**src/design/ctcf_pkg.sv**
```systemverilog
// Shared types and constants for the caption triplet cluster framer.
// No dependencies; every other design file but ctcf_ram imports this package.
package ctcf_pkg;

  // Cluster store sizing and the flush threshold.
  localparam int MAX_BLOCKS   = 32;
  localparam int STORE_DEPTH  = 32;
  localparam int BLOCK_LIMIT  = (MAX_BLOCKS < 1) ? 1 :
                                ((MAX_BLOCKS > STORE_DEPTH) ? STORE_DEPTH : MAX_BLOCKS);
  localparam int STORE_AW     = $clog2(STORE_DEPTH);
  localparam int COUNT_W      = $clog2(STORE_DEPTH + 1);

  // Command queue between the front and the back.
  localparam int QUEUE_DEPTH  = 4;
  localparam int QUEUE_AW     = $clog2(QUEUE_DEPTH);
  localparam int QUEUE_CW     = $clog2(QUEUE_DEPTH + 1);

  // Input command codes.
  localparam logic CMD_BYTE = 1'b0;
  localparam logic CMD_EOS  = 1'b1;

  // Result kinds.
  localparam logic KIND_HEADER = 1'b0;
  localparam logic KIND_BLOCK  = 1'b1;

  // Queue operation codes.
  localparam logic OP_APPEND = 1'b0;
  localparam logic OP_FLUSH  = 1'b1;

  // Caption byte tests.
  localparam logic [7:0] VALID_MASK = 8'h04;
  localparam logic [7:0] TYPE_MASK  = 8'h03;

  typedef struct packed {
    logic              command;
    logic [7:0]        data_byte;
    logic signed [63:0] packet_time;
    logic              time_valid;
    logic              last_in_packet;
  } item_t;

  typedef struct packed {
    logic              kind;
    logic signed [63:0] header_time;
    logic [15:0]       block_count;
    logic [23:0]       block_bytes;
    logic              last;
  } result_t;

  // One queued command: a flush carries the cluster time, an append the block.
  typedef struct packed {
    logic        op;
    logic [63:0] data;
  } cmd_t;

  // Up to two commands leave the front for each accepted item.
  typedef struct packed {
    logic first_en;
    logic second_en;
    cmd_t first;
    cmd_t second;
  } push_t;

endpackage

```
**src/design/ctcf_ram.sv**
```systemverilog
// Generic single-write, single-read RAM with registered read data.
// No dependencies.
module ctcf_ram #(
  parameter int WIDTH = 24,
  parameter int DEPTH = 32,
  parameter int AW    = $clog2(DEPTH)
) (
  input  logic             clk,
  input  logic             we,
  input  logic [AW-1:0]    waddr,
  input  logic [WIDTH-1:0] wdata,
  input  logic [AW-1:0]    raddr,
  output logic [WIDTH-1:0] rdata
);

  logic [WIDTH-1:0] mem [DEPTH];

  always_ff @(posedge clk) begin
    if (we) begin
      mem[waddr] <= wdata;
    end
    rdata <= mem[raddr];
  end

endmodule

```
**src/design/ctcf_front.sv**
```systemverilog
// Front part: scans packet bytes for caption blocks and tracks the cluster.
// Depends on ctcf_pkg; emits flush and append commands to the queue.
module ctcf_front import ctcf_pkg::*; (
  input  logic  clk,
  input  logic  rst,
  input  logic  take,
  input  item_t item,
  output push_t push
);

  logic [1:0]         pos, pos_next;
  logic [1:0]         phase, phase_next;
  logic               dropped, dropped_next;
  logic [7:0]         part_hi, part_hi_next;
  logic [7:0]         part_lo, part_lo_next;
  logic [COUNT_W-1:0] count, count_next;
  logic [63:0]        ctime, ctime_next;
  logic               ctv, ctv_next;

  logic               flush_en;
  logic               append_en;
  logic [23:0]        blk;
  logic               differ;
  logic               drop_eff;
  logic [COUNT_W-1:0] cnt_a;
  logic               starts;

  localparam logic [1:0] PH_SCAN = 2'd0;
  localparam logic [1:0] PH_ONE  = 2'd1;
  localparam logic [1:0] PH_TWO  = 2'd2;

  assign blk    = {part_hi, part_lo, item.data_byte};
  assign differ = (item.time_valid != ctv) ||
                  (item.time_valid && (item.packet_time != ctime));
  assign starts = ((item.data_byte & VALID_MASK) != 8'h00) ||
                  ((item.data_byte & TYPE_MASK) == TYPE_MASK);

  always_comb begin
    pos_next     = pos;
    phase_next   = phase;
    dropped_next = dropped;
    part_hi_next = part_hi;
    part_lo_next = part_lo;
    count_next   = count;
    ctime_next   = ctime;
    ctv_next     = ctv;
    flush_en     = 1'b0;
    append_en    = 1'b0;
    cnt_a        = count;
    drop_eff     = dropped;
    if (take) begin
      if (item.command == CMD_EOS) begin
        flush_en     = (count != '0);
        count_next   = '0;
        ctime_next   = '0;
        ctv_next     = 1'b0;
        pos_next     = 2'd0;
        phase_next   = PH_SCAN;
        dropped_next = 1'b0;
      end else begin
        // The timestamp check happens on the third byte of a packet.
        if (pos == 2'd2) begin
          if (differ) begin
            flush_en   = (count != '0);
            cnt_a      = '0;
            ctv_next   = item.time_valid;
            ctime_next = item.time_valid ? item.packet_time : 64'd0;
          end
          if (!item.time_valid) begin
            drop_eff = 1'b1;
          end
        end
        pos_next = (pos == 2'd3) ? 2'd3 : pos + 2'd1;
        unique case (phase)
          PH_SCAN: begin
            if (starts) begin
              part_hi_next = item.data_byte;
              phase_next   = PH_ONE;
            end
          end
          PH_ONE: begin
            part_lo_next = item.data_byte;
            phase_next   = PH_TWO;
          end
          default: begin
            phase_next = PH_SCAN;
            if (!drop_eff) begin
              // A full store is flushed just before the next append.
              if (cnt_a >= COUNT_W'(BLOCK_LIMIT)) begin
                flush_en = 1'b1;
                cnt_a    = '0;
              end
              append_en = 1'b1;
              cnt_a     = cnt_a + COUNT_W'(1);
            end
          end
        endcase
        count_next   = cnt_a;
        dropped_next = drop_eff;
        if (item.last_in_packet) begin
          pos_next     = 2'd0;
          phase_next   = PH_SCAN;
          dropped_next = 1'b0;
        end
      end
    end
  end

  // The flushed cluster always carries the time held before this item.
  always_comb begin
    push.first_en  = flush_en | append_en;
    push.second_en = flush_en & append_en;
    push.first.op  = flush_en ? OP_FLUSH : OP_APPEND;
    push.first.data = flush_en ? ctime : {40'd0, blk};
    push.second.op   = OP_APPEND;
    push.second.data = {40'd0, blk};
  end

  always_ff @(posedge clk) begin
    if (rst) begin
      pos     <= 2'd0;
      phase   <= PH_SCAN;
      dropped <= 1'b0;
      count   <= '0;
      ctime   <= '0;
      ctv     <= 1'b0;
    end else begin
      pos     <= pos_next;
      phase   <= phase_next;
      dropped <= dropped_next;
      count   <= count_next;
      ctime   <= ctime_next;
      ctv     <= ctv_next;
    end
    part_hi <= part_hi_next;
    part_lo <= part_lo_next;
  end

endmodule

```
**src/design/ctcf_queue.sv**
```systemverilog
// Short command queue between front and back: two pushes, one pop a cycle.
// Depends on ctcf_pkg.
module ctcf_queue import ctcf_pkg::*; (
  input  logic  clk,
  input  logic  rst,
  input  push_t push,
  input  logic  pop,
  output logic  room2,
  output logic  nonempty,
  output cmd_t  head
);

  cmd_t                entries [QUEUE_DEPTH];
  logic [QUEUE_AW-1:0] wptr, rptr;
  logic [QUEUE_CW-1:0] count;
  logic [QUEUE_CW-1:0] pushes;

  assign room2    = (count <= QUEUE_CW'(QUEUE_DEPTH - 2));
  assign nonempty = (count != '0);
  assign head     = entries[rptr];
  assign pushes   = QUEUE_CW'(push.first_en) + QUEUE_CW'(push.second_en);

  always_ff @(posedge clk) begin
    if (push.first_en) begin
      entries[wptr] <= push.first;
    end
    if (push.second_en) begin
      entries[wptr + QUEUE_AW'(1)] <= push.second;
    end
  end

  always_ff @(posedge clk) begin
    if (rst) begin
      wptr  <= '0;
      rptr  <= '0;
      count <= '0;
    end else begin
      wptr  <= wptr + QUEUE_AW'(pushes);
      rptr  <= rptr + QUEUE_AW'(pop);
      count <= count + pushes - QUEUE_CW'(pop);
    end
  end

endmodule

```
**src/design/ctcf_back.sv**
```systemverilog
// Back part: keeps the cluster store and plays out flushed clusters.
// Depends on ctcf_pkg and ctcf_ram.
module ctcf_back import ctcf_pkg::*; (
  input  logic    clk,
  input  logic    rst,
  input  logic    nonempty,
  input  cmd_t    head,
  output logic    pop,
  output logic    result_valid,
  input  logic    result_stall,
  output result_t result
);

  localparam logic [1:0] ST_IDLE  = 2'd0;
  localparam logic [1:0] ST_HEAD  = 2'd1;
  localparam logic [1:0] ST_BLOCK = 2'd2;

  logic [1:0]          state, state_next;
  logic [COUNT_W-1:0]  wp, wp_next;
  logic [STORE_AW-1:0] idx, idx_next;
  logic [63:0]         ftime;
  logic                out_load;
  logic                emit;
  logic                last_blk;
  logic                we;
  logic [23:0]         rdata;
  result_t             res_next;

  assign out_load = !result_valid || !result_stall;
  assign last_blk = ((COUNT_W'(idx) + COUNT_W'(1)) == wp);
  assign pop      = (state == ST_IDLE) && nonempty;
  assign we       = pop && (head.op == OP_APPEND);

  // The read address follows the next index so rdata holds store[idx] while blocks play out.
  ctcf_ram #(.WIDTH(24), .DEPTH(STORE_DEPTH)) u_store (
    .clk   (clk),
    .we    (we),
    .waddr (wp[STORE_AW-1:0]),
    .wdata (head.data[23:0]),
    .raddr (idx_next),
    .rdata (rdata)
  );

  always_comb begin
    state_next = state;
    wp_next    = wp;
    idx_next   = idx;
    emit       = 1'b0;
    res_next   = result;
    unique case (state)
      ST_IDLE: begin
        if (pop) begin
          if (head.op == OP_APPEND) begin
            wp_next = wp + COUNT_W'(1);
          end else begin
            state_next = ST_HEAD;
            idx_next   = '0;
          end
        end
      end
      ST_HEAD: begin
        if (out_load) begin
          emit                 = 1'b1;
          res_next.kind        = KIND_HEADER;
          res_next.header_time = ftime;
          res_next.block_count = 16'(wp);
          res_next.block_bytes = '0;
          res_next.last        = 1'b0;
          state_next           = ST_BLOCK;
        end
      end
      ST_BLOCK: begin
        if (out_load) begin
          emit                 = 1'b1;
          res_next.kind        = KIND_BLOCK;
          res_next.header_time = '0;
          res_next.block_count = '0;
          res_next.block_bytes = rdata;
          res_next.last        = last_blk;
          if (last_blk) begin
            state_next = ST_IDLE;
            wp_next    = '0;
          end else begin
            idx_next = idx + STORE_AW'(1);
          end
        end
      end
      default: begin
        state_next = ST_IDLE;
      end
    endcase
  end

  always_ff @(posedge clk) begin
    if (rst) begin
      state        <= ST_IDLE;
      wp           <= '0;
      idx          <= '0;
      result_valid <= 1'b0;
    end else begin
      state <= state_next;
      wp    <= wp_next;
      idx   <= idx_next;
      if (emit) begin
        result_valid <= 1'b1;
      end else if (!result_stall) begin
        result_valid <= 1'b0;
      end
    end
    if (emit) begin
      result <= res_next;
    end
    if (pop && (head.op == OP_FLUSH)) begin
      ftime <= head.data;
    end
  end

endmodule

```
**src/design/caption_triplet_cluster_framer_unit.sv**
```systemverilog
// Top level of the caption triplet cluster framer.
// Depends on ctcf_pkg, ctcf_front, ctcf_queue and ctcf_back.
//
//   Channel  | Valid         | Stall         | Payload
//   ---------+---------------+---------------+------------------------------
//   input    | item_valid    | item_stall    | item   (item_t, one byte/cmd)
//   output   | result_valid  | result_stall  | result (result_t)
//
// Flow: one request a cycle is taken while the command queue has room for two
// commands; item_stall rises once more than two commands wait. An append costs
// the back a single pop that writes the store; a flush pops, emits the header,
// then emits its blocks in order, each held while result_stall is high.
// Reset (rst, synchronous) clears the queue, scan and cluster state; no store entry
// is played out before it is written. result_stall holds the output register.
module caption_triplet_cluster_framer_unit import ctcf_pkg::*; (
  input  logic    clk,
  input  logic    rst,
  input  logic    item_valid,
  output logic    item_stall,
  input  item_t   item,
  output logic    result_valid,
  input  logic    result_stall,
  output result_t result
);

  push_t push;
  cmd_t  head;
  logic  room2;
  logic  nonempty;
  logic  pop;
  logic  take;

  // A request is taken only when both commands it may cause fit in the queue.
  // item_stall never depends on item_valid.
  assign item_stall = !room2;
  assign take       = item_valid && room2;

  // The front scans bytes, checks timestamps and decides flushes and appends.
  ctcf_front u_front (
    .clk  (clk),
    .rst  (rst),
    .take (take),
    .item (item),
    .push (push)
  );

  // The queue decouples the front from the back's multi-cycle flushes.
  ctcf_queue u_queue (
    .clk      (clk),
    .rst      (rst),
    .push     (push),
    .pop      (pop),
    .room2    (room2),
    .nonempty (nonempty),
    .head     (head)
  );

  // The back owns the cluster store and drives the result register.
  ctcf_back u_back (
    .clk          (clk),
    .rst          (rst),
    .nonempty     (nonempty),
    .head         (head),
    .pop          (pop),
    .result_valid (result_valid),
    .result_stall (result_stall),
    .result       (result)
  );

endmodule

```
**config.mk**
```make
export PLATFORM = sky130hd
export DESIGN_NAME = caption_triplet_cluster_framer_unit
export DESIGN_NICKNAME = d
export VERILOG_FILES = /design/src/design/ctcf_pkg.sv /design/src/design/ctcf_ram.sv /design/src/design/ctcf_front.sv /design/src/design/ctcf_queue.sv /design/src/design/ctcf_back.sv /design/src/design/caption_triplet_cluster_framer_unit.sv
export SDC_FILE = /design/constraint.sdc
export NUM_CORES = 2
export LEC_CHECK = 0
export BUFFER_PORTS_ARGS = -buffer_cell sky130_fd_sc_hd__buf_2
export CORE_ASPECT_RATIO = 0.9
export CORE_UTILIZATION = 45
export CTS_BUF_LIST = sky130_fd_sc_hd__clkbuf_4 sky130_fd_sc_hd__clkbuf_8 sky130_fd_sc_hd__clkbuf_16
export DETAILED_ROUTE_END_ITERATION = 8
export PLACE_DENSITY_LB_ADDON = 0.1
export SLEW_MARGIN = 20
export SYNTH_ARGS = -nofsm -noshare
export SYNTH_HDL_FRONTEND = slang
export SYNTH_HIERARCHICAL = 1
export SYNTH_SLANG_ARGS = --single-unit
```
**constraint.sdc**
```tcl
create_clock -name clk -period 8.2 [get_ports clk]
set_input_delay 0.41 -clock clk [delete_from_list [all_inputs] [get_ports clk]]
set_output_delay 0.41 -clock clk [all_outputs]
set_load 0.02 [all_outputs]
```
# Word level (Yosys, flattened, before mapping)
# Memory sizes are Yosys's and may differ from the RTL's. A register that Yosys moved wholly into a read port is not among the register bits.
# Cells that the tools add are included.
[op_classes] n_addsub=11 n_mul=0 div=0 magnitude_cmp=2 eq_ne=17 shift=0 mux=75 bitwise_logic=4 n_reduce_logical=28
[op_table] operator="64-bit 2-to-1 mux" n=5
[op_table] operator="106-bit 2-to-1 mux" n=2
[op_table] operator="106-bit case mux with 2 select lines" n=1
[op_table] operator="6-bit 2-to-1 mux" n=16
[op_table] operator="64-bit inequality test" n=1
[op_table] operator="1-bit 2-to-1 mux" n=31
[op_table] operator="2-bit 2-to-1 mux" n=12
[op_table] operator="5-bit 2-to-1 mux" n=4
[op_table] operator="6-bit by 1-bit adder with 6-bit output, second input constant" n=2
[op_table] operator="2-bit by 1-bit inequality test with 1-bit output, second input constant" n=6
[op_table] operator="6-bit case mux with 2 select lines" n=1
[op_table] operator="5-bit case mux with 2 select lines" n=1
[op_table] operator="5-bit AND reduction" n=2
[op_table] operator="2-bit == test, second input constant" n=4
[op_table] operator="4-bit AND reduction" n=2
[op_table] operator="2-bit nonzero test" n=4
[op_table] operator="5-bit by 1-bit adder with 6-bit output, second input constant" n=1
[op_table] operator="6-bit == test" n=1
[op_table] operator="6-bit >= comparator, second input constant" n=1
[op_table] operator="2-bit case mux with 3 select lines" n=1
[op_table] operator="3-bit AND reduction" n=2
[op_table] operator="6-bit nonzero test" n=1
[op_table] operator="5-bit by 1-bit adder with 5-bit output, second input constant" n=1
[op_table] operator="1-bit logical AND" n=5
[op_table] operator="other kinds (21)" n=30
[word_totals] ff_bits=283 latch_bits=0 ram_bits=1028 romBits=0 input_bits=79 output_inout_bits=108 wordCells=160 n_memories=2
[memory_table] memory="u_back.u_store.mem" words=32 width=24 rd=1 rd_clocked_by_memory_dff=1 wr=1 line_no="ctcf_ram.sv:16" source="logic [WIDTH-1:0] mem [DEPTH];"
[memory_table] memory="u_queue.entries" words=4 width=65 rd=1 rd_clocked_by_memory_dff=1 wr=2 line_no="ctcf_queue.sv:13" source="cmd_t entries [QUEUE_DEPTH];"

# Longest topological paths before layout
[logic_depth] ltp_word=17 ltp_mapped=17 mapped_depth_nobuf=15

# Hierarchy
# The synthesis kept the hierarchy.
[by_module_without_submodules] module="ctcf_ram" n_inst=1 cells_per_inst=1711 area_each_um2=30480.5 seq_area_each_um2=23542.6
[by_module_without_submodules] module="ctcf_queue" n_inst=1 cells_per_inst=670 area_each_um2=12873.6 seq_area_each_um2=7947.6
[by_module_without_submodules] module="ctcf_back" n_inst=1 cells_per_inst=404 area_each_um2=6510.0 seq_area_each_um2=5084.9
[by_module_without_submodules] module="ctcf_front" n_inst=1 cells_per_inst=556 area_each_um2=5092.4 seq_area_each_um2=2001.9
[by_module_without_submodules] module="caption_triplet_cluster_framer_unit" n_inst=1 cells_per_inst=2 area_each_um2=10.0 seq_area_each_um2=0.0

# Worst setup path before layout
# OpenSTA, ideal clock, no wires.
[synth_path] path_kind="in2reg" startpoint="input port item[60] in the netlist's numbering" endpoint="memory u_queue/entries[0][0] in the netlist's numbering (enable)" setup_ps=578 arrival_time_ps=6913 t_required_ps=7622 path_slack_ps=709 stages=11 n_path_buf=2 cell_sequence="nor2b_1 > a2111oi_0 > nand4_1 > nor4_4 > a31oi_2 > mux2i_4 > buf_6 > buf_4 > nand2_1 > nand2b_1 > o21ai_0"
[synth_rtl] item="from (decl)" line_no="caption_triplet_cluster_framer_unit.sv:20" source="input item_t item,"
[synth_rtl] item="to (decl)" line_no="ctcf_queue.sv:13"

# Worst setup path in the final report
[layout_path] startpoint="register u_back.state[0]" endpoint="register u_back.u_store.rdata[21], read port of u_back.u_store.mem"
[layout_via] elab_chain_cells=4 elab_cells_between_ends=5 classes_between="1 x eq/ne; 2 x mux; 2 x reduce/logical"
[layout_lines] item="from (decl)" line_no="ctcf_back.sv:18" source="logic [1:0] state, state_next;"
[layout_lines] item="from (signal assigned)" line_no="ctcf_back.sv:101" source="state <= state_next;"
[layout_lines] item="2-bit zero test" line_no="ctcf_back.sv:31, ctcf_back.sv:50"
[layout_lines] item="1-bit logical AND" line_no="ctcf_back.sv:31" source="assign pop = (state == ST_IDLE) && nonempty;"
[layout_lines] item="5-bit 2-to-1 mux" line_no="ctcf_back.sv:52" source="if (pop) begin"
[layout_lines] item="5-bit case mux with 2 select lines (*)" line_no="ctcf_back.sv:50" source="unique case (state)"
[layout_lines] item="net u_back.idx_next[2]" line_no="ctcf_back.sv:20" source="logic [STORE_AW-1:0] idx, idx_next;"
[layout_lines] item="to (decl)" line_no="ctcf_ram.sv:13" source="output logic [WIDTH-1:0] rdata"
# The timed path passes the listed nets; every way through them passes the cells marked *.
# A chain may end at the register's enable or synchronous reset.

==> impl_metrics.env <==
export IMPL_synthArstFlopShare_pct=0
export IMPL_finalCriticalPeriod_ns=5.267
export IMPL_reg2reg_from="u_back/state[0]"
export IMPL_synth_top_area_cell="edfxtp_1"
export IMPL_die_x_um=370.4
export IMPL_ir_drop_uv=400.3
export IMPL_grt_max_degree=141
export IMPL_fin_worst_skew_ns=0.02408
export IMPL_cts_buffers=141
export IMPL_core_area_mm2=0.1211
export IMPL_status="finished clean"
export IMPL_ys_seq_area_share_pct=70.18
export IMPL_r2r_slack_ns=2.93
export IMPL_r2r_end="u_back/u_store/rdata[21]"
export IMPL_final_setup_viol_count=0
export IMPL_synthTopCellsByArea="edfxtp_1 (66%), mux2i_1 (7.0%), mux2_2 (5.3%)"
export IMPL_cts_resized=0
export IMPL_fin_setup_tns_ns=0
export IMPL_hold_path_end="u_front/ctime[58]"
export IMPL_yosysWarnings=6
export IMPL_routedWlPerCell_um=27.46
export IMPL_cts_buffer_depth=3
export IMPL_grt_use_total_pct=23.80
export IMPL_hold_worst_slack_ns=0.06017
export IMPL_fin_util_pct=51.98
export IMPL_min_period_over_period_pct=64.23
export IMPL_ant_nets=0
export IMPL_grt_antenna_before_repair=8
export IMPL_max_freq_mhz=189.9
export IMPL_synth_distinct_cells=73
export IMPL_synth_top_flop_cell="edfxtp_1"
export IMPL_die_area_mm2=0.1236
export IMPL_drt_iter0_drc=2655
export IMPL_hold_start="rst"
export IMPL_cts_tree="done"
export IMPL_clk_pin_slew_worst_paths_ns=0.06
export IMPL_clock_latency_ns=0.77
export IMPL_wirelength_mm=146.6
export IMPL_p_per_area_mw_per_mm2=306.8
export IMPL_holdCritPathClass="in2reg"
export IMPL_synthTopCellsByCount="edfxtp_1 (1204), mux2i_1 (385), mux2_2 (260)"
export IMPL_worstPathMaxFanout=81
export IMPL_reg2regPathDepth=13
export IMPL_synth_edf_count=1204
export IMPL_grt_pass1_wl_mm=212.0
export IMPL_drive_gt1_share_pct=23.41
export IMPL_avgSynthCellArea_um2=16.44
export IMPL_max_slew_margin_pct=7.835
export IMPL_ctsHtreeMaxLevel=4
export IMPL_synth_top_area_share_pct=65.78
export IMPL_dr_pass1_iters=5
export IMPL_start_kind="flip-flop"
export IMPL_hold_viol=0
export IMPL_worstSetupEndpointType="flip-flop"
export IMPL_holdPathStages=2
export IMPL_grt_overflow_total=0
export IMPL_rsz0062_at_grt="no"
export IMPL_cts_hold_buffers_added=94
export IMPL_clkSinkCount=1325
export IMPL_required_ns=8.79
export IMPL_viasPerCell=5.701
export IMPL_yosysMostFrequentCell="edfxtp_1"
export IMPL_netlist_area_mm2=0.05497
export IMPL_dpl_hpwl_mm=84.22
export IMPL_postCtsSetupBuffers=0
export IMPL_syn2layout_area_growth_pct=14.53
export IMPL_maxCapViolCount=0
export IMPL_ctsRootBufferMaster="clkbuf_16"
export IMPL_start_util_pct=45.38
export IMPL_synth_cells=3343
export IMPL_die_h_um=333.6
export IMPL_crit_arrival_ns=5.86
export IMPL_vias=30450
export IMPL_synth_seq_cells=1325
export IMPL_power_leakage_nw=21.26
export IMPL_place_gp_congestion=0.8632
export IMPL_drv_slew=0
export IMPL_worst_pin_slew_ns=1.382
export IMPL_top_level_ports=187
export IMPL_placementRows=121
export IMPL_numPortBuffers=176
export IMPL_drc=0
export IMPL_finalNetCount=3716
export IMPL_worstSetupPathType="reg2reg"
export IMPL_grt_pass1_vias=31120
[logic make-up after synthesis]
family / share of synthesized area (%)
flops: 70.18
mux: 15.53
simple gates: 5.381
compound gates: 4.550
buf+inv: 3.039
xor+xnor: 0.9902
fa+ha+maj: 0.3096
other cells: 0.01366
[worst max path at each step]
stage	to	startpoint	cells after the start
floorplan	u_queue/entries[0][0]	item[60]	11
global placement	u_back/u_store/rdata[21]	u_back/state[0]	13
detailed placement	u_back/u_store/rdata[22]	u_back/state[0]	13
CTS	u_back/u_store/rdata[22]	u_back/state[0]	13
global route	u_back/u_store/rdata[22]	u_back/state[0]	13
finish	u_back/u_store/rdata[21]	u_back/state[0]	13
[per-layer routing]
metal / part of all wire, % / vias to the layer above / track usage, %
li1: - / 13470 / -
met1: 42 / 15820 / 31.06
met2: 50 / 956 / 40.40
met3: 5.8 / 206 / 4.046
met4: 2.5 / 0 / 7.438
met5: 0 / - / 0
[state kept, by name, summed over array words and instances (netlist names), 3 cells and up]
signal	count
u_back/idx	5
u_back/result	96
u_queue/count	3
u_front/part_hi	8
u_back/wp	6
u_front/part_lo	8
u_front/count	6
u_queue/entries	260
u_front/ctime	64
u_back/u_store/rdata	24
u_back/ftime	64
u_back/u_store/mem	768
[report_power, final]
group / leakage [nW] / switching, mW / internal (mW)
logic: 6.83 / 2.75 / 1.55
clock network: 2.31 / 2.62 / 3.63
registers: 12.1 / 0.268 / 8.50
[metrics by stage]
step | cells | area, µm² | worst slack, ns | total power [mW]
detailed placement | 4986 | 57420 | 2.976 | 13.21
finish | 5340 | 62960 | 2.933 | 19.32
global route | 5336 | 62950 | 2.675 | 20.04
global placement | 4981 | 57270 | 3.031 | 13.14
floorplan | 3392 | 55150 | 0.7090 | 11.85
CTS | 5336 | 62950 | 2.953 | 19.49
[cell type report]
cell class | instances | area, µm²
Fill cell | 9907 | 58160
Sequential cell | 1325 | 38580
Multi-Input combinational cell | 1787 | 15160
Clock buffer | 195 | 4094
Timing Repair Buffer | 337 | 2494
Tap cell | 1599 | 2001
Clock inverter | 61 | 493.0
Inverter | 32 | 120.1
Antenna cell | 4 | 10.01
[worst max-delay path: stages (launching register included)]
cell     delay [ns]
dfxtp_1        0.31
inv_1          0.15
ha_4           0.50
buf_4          0.87
nor2b_1        0.27
nor2_1         0.14
nand2_1        0.12
nand3_1        0.23
nor2b_4        0.73
buf_4          0.66
a22o_1         0.22
nor3_1         0.07
a31oi_1        0.51
nand3_1        0.19
[cell usage in the layout (no fill, tap or decap), drive strengths merged, types with 6 or more instances in the layout]
master / netlist / layout
edfxtp: 1204 / 1204
mux2i: 386 / 386
mux2: 284 / 284
buf: 184 / 243
clkbuf: 64 / 195
a22oi: 136 / 136
nor2: 133 / 133
dfxtp: 121 / 121
nor2b: 120 / 120
nand2: 96 / 96
dlygate4sd3: 0 / 94
nand3: 93 / 93
a21oi: 84 / 84
mux4: 65 / 65
conb: 2 / 51
xor2: 50 / 50
a22o: 48 / 48
clkinv: 0 / 46
inv: 32 / 41
a31oi: 34 / 34
and2: 33 / 33
nor3: 32 / 32
nor4: 20 / 20
ha: 12 / 12
nand2b: 9 / 9
o21ai: 9 / 9
xnor2: 7 / 7
nand3b: 7 / 7
o41ai: 6 / 6
Note: power is estimated with default switching activity, not from simulation.
